### config.mk
export PLATFORM = sky130hd
export DESIGN_NAME = mmrr_ctrl
export DESIGN_NICKNAME = d
export VERILOG_FILES = /design/src/sv/mmrr_pkg.sv /design/src/sv/mmrr_ctrl.sv
export VERILOG_INCLUDE_DIRS = /design/src /design/src/sv
export SDC_FILE = /design/constraint.sdc
export NUM_CORES = 1
export LEC_CHECK = 0
export ABC_CLOCK_PERIOD_IN_PS = 1750
export BUFFER_PORTS_ARGS = -buffer_cell sky130_fd_sc_hd__buf_2
export CORE_AREA = 3 3 40 42
export CTS_BUF_LIST = sky130_fd_sc_hd__clkbuf_8
export DETAILED_ROUTE_END_ITERATION = 12
export DIE_AREA = 0 0 43 45
export PLACE_DENSITY = 0.69
export REMOVE_ABC_BUFFERS = 1
export SLEW_MARGIN = 40
export SYNTH_ARGS = -nofsm -noshare
export SYNTH_HDL_FRONTEND = slang
export SYNTH_SLANG_ARGS = --single-unit
### constraint.sdc
create_clock -name clk -period 1.75 [get_ports clk]
set_input_delay 0.35 -clock clk [delete_from_list [all_inputs] [get_ports clk]]
set_output_delay 0.35 -clock clk [all_outputs]
set_load 0.1 [all_outputs]
### src/sv/assert_macros.svh
// Assertion macros shared by the memory map RTL.
// Each macro expects signals named clk and rst_n in the using module.
`ifndef ASSERT_MACROS_SVH
`define ASSERT_MACROS_SVH

// Implication in the same cycle.
`define MMRR_ASSERT_IMPL(lbl, ante, cons) \
  lbl: assert property (@(posedge clk) disable iff (!rst_n) (ante) |-> (cons)) \
    else $error("assertion failed");

// Implication in the next cycle.
`define MMRR_ASSERT_NEXT(lbl, ante, cons) \
  lbl: assert property (@(posedge clk) disable iff (!rst_n) (ante) |=> (cons)) \
    else $error("assertion failed");

`endif

### src/sv/mmrr_pkg.sv
// ----------------------------------------------------------------------------
// Memory map range retype package
// Shared widths, action and status codes, table entry and control structs.
// ----------------------------------------------------------------------------
package mmrr_pkg;

  localparam int ADDR_W  = 64;
  localparam int TYPE_W  = 2;
  localparam int IDX_W   = 5;
  localparam int COUNT_W = 6;

  localparam logic [1:0] ACT_APPEND = 2'd0;
  localparam logic [1:0] ACT_RETYPE = 2'd1;
  localparam logic [1:0] ACT_READ   = 2'd2;

  localparam logic [1:0] ST_OK   = 2'd0;
  localparam logic [1:0] ST_FULL = 2'd1;
  localparam logic [1:0] ST_BAD  = 2'd2;
  localparam logic [1:0] ST_IDX  = 2'd3;

  typedef struct packed {
    logic [ADDR_W-1:0] head;
    logic [ADDR_W-1:0] tail;
    logic [TYPE_W-1:0] ty;
  } ent_t;

  typedef struct packed {
    logic load;
    logic pass_init;
    logic p1_run;
    logic p1_close;
    logic p2_run;
    logic span_wr;
    logic a_rd;
    logic a_ev;
    logic r_rd;
    logic r_ev;
    logic fin;
  } cmd_t;

  typedef struct packed {
    logic [1:0] act;
    logic       bad;
    logic       pass_end;
    logic       out_free;
  } sts_t;

endpackage

### src/sv/mmrr_ctrl.sv
// ----------------------------------------------------------------------------
// Memory map controller
// Sequences append, read and the two-pass retype walk over the table.
// ----------------------------------------------------------------------------
`include "assert_macros.svh"

module mmrr_ctrl
  import mmrr_pkg::*;
(
  input  logic clk,
  input  logic rst_n,
  input  logic in_valid,
  output logic in_ready,
  input  sts_t sts,
  output cmd_t cmd
);

  localparam logic [3:0] S_IDLE = 4'd0;
  localparam logic [3:0] S_DISP = 4'd1;
  localparam logic [3:0] S_ARD  = 4'd2;
  localparam logic [3:0] S_AEV  = 4'd3;
  localparam logic [3:0] S_RRD  = 4'd4;
  localparam logic [3:0] S_REV  = 4'd5;
  localparam logic [3:0] S_P1   = 4'd6;
  localparam logic [3:0] S_P2   = 4'd7;
  localparam logic [3:0] S_SPAN = 4'd8;
  localparam logic [3:0] S_DONE = 4'd9;

  logic [3:0] state_r, state_nxt;
  logic       in_acc;

  assign in_ready = (state_r == S_IDLE);
  assign in_acc   = in_valid && in_ready;

  always_comb begin
    state_nxt = state_r;
    cmd       = '0;
    case (state_r)
      S_IDLE: begin
        if (in_acc) begin
          cmd.load  = 1'b1;
          state_nxt = S_DISP;
        end
      end
      S_DISP: begin
        case (sts.act)
          ACT_APPEND: state_nxt = S_ARD;
          ACT_RETYPE: begin
            if (sts.bad) begin
              state_nxt = S_DONE;
            end else begin
              cmd.pass_init = 1'b1;
              state_nxt     = S_P1;
            end
          end
          ACT_READ: state_nxt = S_RRD;
          default:  state_nxt = S_DONE;
        endcase
      end
      S_ARD: begin
        cmd.a_rd  = 1'b1;
        state_nxt = S_AEV;
      end
      S_AEV: begin
        cmd.a_ev  = 1'b1;
        state_nxt = S_DONE;
      end
      S_RRD: begin
        cmd.r_rd  = 1'b1;
        state_nxt = S_REV;
      end
      S_REV: begin
        cmd.r_ev  = 1'b1;
        state_nxt = S_DONE;
      end
      S_P1: begin
        cmd.p1_run = 1'b1;
        if (sts.pass_end) begin
          cmd.p1_close = 1'b1;
          state_nxt    = S_P2;
        end
      end
      S_P2: begin
        cmd.p2_run = 1'b1;
        if (sts.pass_end) begin
          state_nxt = S_SPAN;
        end
      end
      S_SPAN: begin
        cmd.span_wr = 1'b1;
        state_nxt   = S_DONE;
      end
      S_DONE: begin
        if (sts.out_free) begin
          cmd.fin   = 1'b1;
          state_nxt = S_IDLE;
        end
      end
      default: state_nxt = S_IDLE;
    endcase
  end

  always_ff @(posedge clk) begin
    if (!rst_n) begin
      state_r <= S_IDLE;
    end else begin
      state_r <= state_nxt;
    end
  end

  `MMRR_ASSERT_NEXT(a_accept_disp, in_acc, state_r == S_DISP)
  `MMRR_ASSERT_NEXT(a_fin_idle, cmd.fin, state_r == S_IDLE)
  `MMRR_ASSERT_IMPL(a_span_after_p2, state_r == S_SPAN, $past(state_r) == S_P2)

endmodule

==> flow_metrics.tcl, run 1 <==
set metrics [dict create \
    cts_made_buffers 3 \
    cts_tree "yes" \
    area_growth_pct 94.10 \
    grt_pass1_vias 463 \
    synth-edff-count 0 \
    worst_pin_slew_ns 0.3427 \
    clk_path_buf_depth 2 \
    vias_per_cell 5.505 \
    criticalPathCategory "in -> out" \
    status "finished, final reports clean" \
    drt_wl_total_um 1215 \
    dpl_cell_area_um2 735.7 \
    grt_pass1_wl_um 1945 \
    clkTransAtPathRegs_ns 0.03 \
    period_minus_slack_ns 1.708 \
    wl_per_cell_um 12.27 \
    dr.pass1.iters 4 \
    gp_congestion 0.8833 \
    fin_crit_sh_pct 97.59 \
    drcViolationCount 0 \
    fmax_ghz 0.5855 \
    maxSlewViolCount 0 \
    die_area_um2 1935 \
    grt_overflow 0 \
    placed_cells_incl_taps 96 \
    grt_use_total_pct 13.14 \
    layout.nets 94 \
    die_h_um 45 \
    postRouteAntennaNets 0 \
    cp_slowest_cell "or3b_4" \
    synth_top_area_cell "dfxtp_1" \
    setup_tns_ns 0 \
    antenna_found_initial 0 \
    leakage_nw 0.3379 \
    synthFlopType "dfxtp_1" \
    final_cells 99 \
    top_regs "state_r x4" \
    layout-drive-gt1-share_pct 50.00 \
    diodes 0 \
    slew_headroom_pct 76.98 \
    ios 20 \
    synth-seq-area-share_pct 18.88 \
    fp-row-count 13 \
    hold_ws_ns 0.4420 \
    startpoint_type "input port" \
    ir_drop_uv 620.0 \
    synth-async-reset-ratio_pct 0 \
    core-area_um2 1285 \
    critPathArrivalTime_ns 1.36 \
    synth.distinct_cells 29 \
    synth_cells 59 \
    yosys_warnings 0 \
    syn-mean-instance-area_um2 7.189 \
    skew_ns 0.0006737 \
    rsz0062_at_grt "no" \
    setup_violations 0 \
    grt_max_degree 13 \
    netlist_top_cells_count "nor2_1 (7), a21oi_1 (5), dfxtp_1 (4), nand2_1 (4), nand2b_1 (4)" \
    finalHoldViolations 0 \
    largest_reg_flops 4 \
    p_per_area_nw_per_um2 1197 \
    clkSinkCount 4 \
    fillCellCount 99 \
    vias 545 \
    critPathCaptureType "output pin" \
    drt_first_iter_violations 23 \
    maxCapViolCount 0 \
    dpl.hpwl_um 898.6 \
    cts_max_level 1 \
    cts_root_buffer "clkbuf_8" \
    netlist.area_leader.share_pct 18.88 \
    stdcell_area_um2 823.3 \
    clock_latency_ns 0.21 \
    synthTopCellsByArea "dfxtp_1 (19%), buf_6 (8.0%), nor2_1 (6.2%), a21oi_1 (5.9%), nand2b_1 (5.9%)" \
    required_ns 1.40 \
    initial_core_util_pct 33.01 \
    critical-path-max-stage-delay_ns 0.39 \
    top_register "state_r" \
    port_buffers 19 \
    crit_chain "buf_6, or3b_4, nor4_2, buf_4, buf_12" \
    critPathMaxFanout 3 \
    die_w_um 43 \
    syn-cell-area_um2 424.2 \
    yosysMostFrequentCell "nor2_1" \
    ys_ff_latch 4 \
    hp-class "in -> reg" \
]
[cell families after synthesis]
| logic type | share of synthesized area (%) |
|---|---|
| flip-flops | 18.88 |
| buffers and inverters | 13.57 |
| AO/OA/AOI/OAI | 23.89 |
| AND/OR/NAND/NOR | 43.65 |
[path summary, 6_finish.rpt]
path | from | to | slack (ns) | cells past startpoint
worst max register to register | state_r[0]$_SDFFE_PN0P_ | state_r[0]$_SDFFE_PN0P_ | 0.39 | 5
worst max-delay path | sts[2] | cmd[9] | 0.04 | 5
worst min register to register | state_r[0]$_SDFFE_PN0P_ | state_r[0]$_SDFFE_PN0P_ | 0.62 | 2
worst min-delay path | rst_n | state_r[3]$_SDFFE_PN0P_ | 0.44 | 2
[cells in the final DEF, fill, tap and decap left out, drive strengths merged]
cell type and n:
o211ai 2, o21a 1, inv 1, nor3 3, nand2 4, a21oi 5
dfxtp 4, nand2b 4, nor4 3, o21ai 4, o31ai 1, or3b 1
clkbuf 3, nor3b 1, nand3b 2, a31o 1, nor4b 1, and3 2
buf 28, a22oi 1, clkinv 1, a221o 1, nor2 7, and3b 1
and2 2
[layout make-up]
| type | instances | area [um^2] | share of cell area (%) |
|---|---|---|---|
| Timing Repair Buffer | 28 | 355.3 | 43.16 |
| Multi-Input combinational cell | 47 | 310.3 | 37.69 |
| Sequential cell | 4 | 90.09 | 10.94 |
| Clock buffer | 3 | 41.29 | 5.015 |
| Tap cell | 15 | 18.77 | 2.280 |
| Inverter | 2 | 7.507 | 0.9119 |
[repair_timing]
| item | 4_1_cts | 5_1_grt |
|---|---|---|
| pin swaps | 0 | 2 |
| resized for setup | 4 | 10 |
| buffers inserted | 0 | 0 |
| hold buffers | 0 | 0 |
| setup endpoints to repair | 4 | 4 |
[report_power, final]
group / total, mW / switching (mW) / internal (mW)
Sequential: 0.165 / 0.0507 / 0.114
Clock: 0.186 / 0.0404 / 0.146
Combinational: 0.634 / 0.377 / 0.257
Total: 0.986 / 0.468 / 0.517
[per-layer routing]
| layer | routed length [um] | track usage (%) |
|---|---|---|
| met5 | 0 | 0 |
| met4 | 0 | 8.434 |
| met3 | 74 | 2.789 |
| met2 | 656 | 21.86 |
| met1 | 485 | 15.38 |
[critical path: cells and delay by family]
| family | cells | cell delay, ns |
|---|---|---|
| buffers and inverters | 3 | 0.40 |
| and+or+nand+nor | 2 | 0.60 |
[per-stage QoR]
step	total power [mW]	setup slack (ns)	utilization [%]
floorplan	0.5184	-2.275	-
global placement	0.7636	0.06787	57.25
detailed placement	0.7737	0.05147	57.25
CTS	0.9698	0.01571	60.95
global route	1.035	0.006919	64.07
finish	0.9857	0.04211	64.07
(Power assumes the default switching activity.)
==> inputs of run 2 (changes only) <==
--- a/config.mk
+++ b/config.mk
@@ -8,11 +8,12 @@
 export LEC_CHECK = 0
 export ABC_CLOCK_PERIOD_IN_PS = 1750
 export BUFFER_PORTS_ARGS = -buffer_cell sky130_fd_sc_hd__buf_2
-export CORE_AREA = 3 3 40 42
+export CORE_AREA = 2 2 39 41
 export CTS_BUF_LIST = sky130_fd_sc_hd__clkbuf_8
 export DETAILED_ROUTE_END_ITERATION = 12
-export DIE_AREA = 0 0 43 45
+export DIE_AREA = 0 0 41 43
 export PLACE_DENSITY = 0.69
+export RECOVER_POWER = 25
 export REMOVE_ABC_BUFFERS = 1
 export SLEW_MARGIN = 40
 export SYNTH_ARGS = -nofsm -noshare
==> flow_metrics.tcl, run 2 (same netlist as run 1, synthesis figures left out) <==
set metrics [dict create \
    status "finished, final reports clean" \
    vias 535 \
    final_cell_mix "buf_12 (12), buf_4 (8), buf_2 (7)" \
    dpl_cell_area_um2 721.9 \
    p_per_area_nw_per_um2 1232 \
    leakage_nw 0.3261 \
    grt_pass1_wl_um 1828 \
    critPathArrivalTime_ns 1.33 \
    finalHoldViolations 0 \
    ios 20 \
    combPwrFrac_pct 62.2 \
    period_minus_slack_ns 1.683 \
    grt_max_degree 18 \
    drcViolationCount 0 \
    cp_slowest_cell "dfxtp_2" \
    startpoint_type "flip-flop" \
    skew_ns 0.002939 \
    critPathMaxFanout 9 \
    fp-row-count 14 \
    grt_overflow 0 \
    drt_first_iter_violations 9 \
    layout-drive-gt1-share_pct 48.19 \
    drt_wl_total_um 1214 \
    die_w_um 41 \
    seq_power_share_pct 17.7 \
    fillCellCount 119 \
    clock_latency_ns 0.22 \
    worst_pin_slew_ns 0.3510 \
    die_area_um2 1763 \
    top_register "state_r" \
    grt_use_total_pct 15.08 \
    core-area_um2 1384 \
    clkSinkCount 4 \
    ir_drop_uv 619.5 \
    pwr-share-clk_pct 20.1 \
    layout.nets 93 \
    criticalPathCategory "reg -> out" \
    setup_violations 0 \
    clkTransAtPathRegs_ns 0.03 \
    antenna_found_initial 0 \
    die_h_um 43 \
    postRouteAntennaNets 0 \
    vias_per_cell 5.404 \
    p_int_mw 0.5044 \
    cts_root_buffer "clkbuf_8" \
    initial_core_util_pct 30.65 \
    cts_max_level 1 \
    cts_tree "yes" \
    required_ns 1.40 \
    power.share.switching_pct 48.61 \
    diodes 0 \
    slew_headroom_pct 76.42 \
    critical-path-max-stage-delay_ns 0.35 \
    maxCapViolCount 0 \
    ctsHoldBuffers 0 \
    cts_made_buffers 3 \
    fin_crit_sh_pct 96.14 \
    dpl.hpwl_um 861.1 \
    crit_chain "nand3b_1, nor2_2, and2_1, buf_12" \
    largest_reg_flops 4 \
    wl_per_cell_um 12.26 \
    maxSlewViolCount 0 \
    critPathCaptureType "output pin" \
    hold_ws_ns 0.4172 \
    power_switching_mw 0.4771 \
    hp-class "in -> reg" \
    fmax_ghz 0.5943 \
    gp_congestion 0.8375 \
    area_growth_pct 87.91 \
    dr.pass1.iters 4 \
    top_regs "state_r x4" \
    port_buffers 19 \
    clk_path_buf_depth 2 \
    grt_pass1_vias 452 \
    final_common_cell "buf_12" \
    stdcell_area_um2 797.0 \
]
-- run 2: cell count changes in the layout (fill, tap and decap cells not counted), sizes merged --
cell,before,now
buf,28,27
-- run 2: critical path, delay by kind of cell (launching register included) --
| kind | cells | cell delay, ns |
|---|---|---|
| buffers and inverters | 1 | 0.18 |
| DFF | 1 | 0.35 |
| and+or+nand+nor | 3 | 0.59 |
-- run 2: power groups by stage --
| stage | logic [mW] | clock network (mW) | registers (mW) |
|---|---|---|---|
| final | 0.611 | 0.197 | 0.174 |
| after floorplan | 0.359 | 0 | 0.159 |
| after global routing | 0.640 | 0.202 | 0.180 |
| after detailed placement | 0.598 | 0 | 0.161 |
| after CTS | 0.605 | 0.196 | 0.169 |
| after global placement | 0.588 | 0 | 0.159 |
-- run 2: per-stage QoR --
step | setup TNS (ns) | utilization, % | setup WS, ns | std cells | power (mW)
floorplan | -15.10 | - | -2.275 | 53 | 0.5184
detailed placement | 0 | 52.17 | 0.03845 | 95 | 0.7590
finish | 0 | 57.59 | 0.06747 | 99 | 0.9816
global placement | 0 | 52.17 | 0.05144 | 95 | 0.7470
global route | -0.0001701 | 57.59 | -0.0001701 | 99 | 1.021
CTS | 0 | 56.24 | 0.02540 | 98 | 0.9698
-- run 2: area by class of cell --
cell class	instances	area, um^2	share of cell area (%)
repair buffers	27	335.3	42.07
multi-input cells	47	301.5	37.83
flip-flops and latches	4	90.09	11.30
clock buffers	3	41.29	5.181
well taps	16	20.02	2.512
inverters	2	8.758	1.099
-- run 2: per-layer routing --
metal / share of wire [%] / GRT usage, %
met5: 0 / 0
met4: 3.8 / 9.333
met3: 7.2 / 4.188
met2: 49 / 21.56
met1: 40 / 19.03
-- run 2: final timing paths --
| check | from | slack, ns | cells past startpoint | to |
|---|---|---|---|---|
| min | rst_n | 0.42 | 2 | state_r[3]$_SDFFE_PN0P_ |
| max | state_r[3]$_SDFFE_PN0P_ | 0.07 | 4 | cmd[7] |
| min reg2reg | state_r[0]$_SDFFE_PN0P_ | 0.64 | 2 | state_r[0]$_SDFFE_PN0P_ |
| max reg2reg | state_r[1]$_SDFFE_PN0P_ | 0.39 | 5 | state_r[0]$_SDFFE_PN0P_ |
-- run 2: repair_timing --
action | 4_1_cts | 5_1_grt
gates resized for setup | 6 | 4
setup buffers | 0 | 1
setup endpoints to repair | 8 | 4
pin swaps | 0 | 1
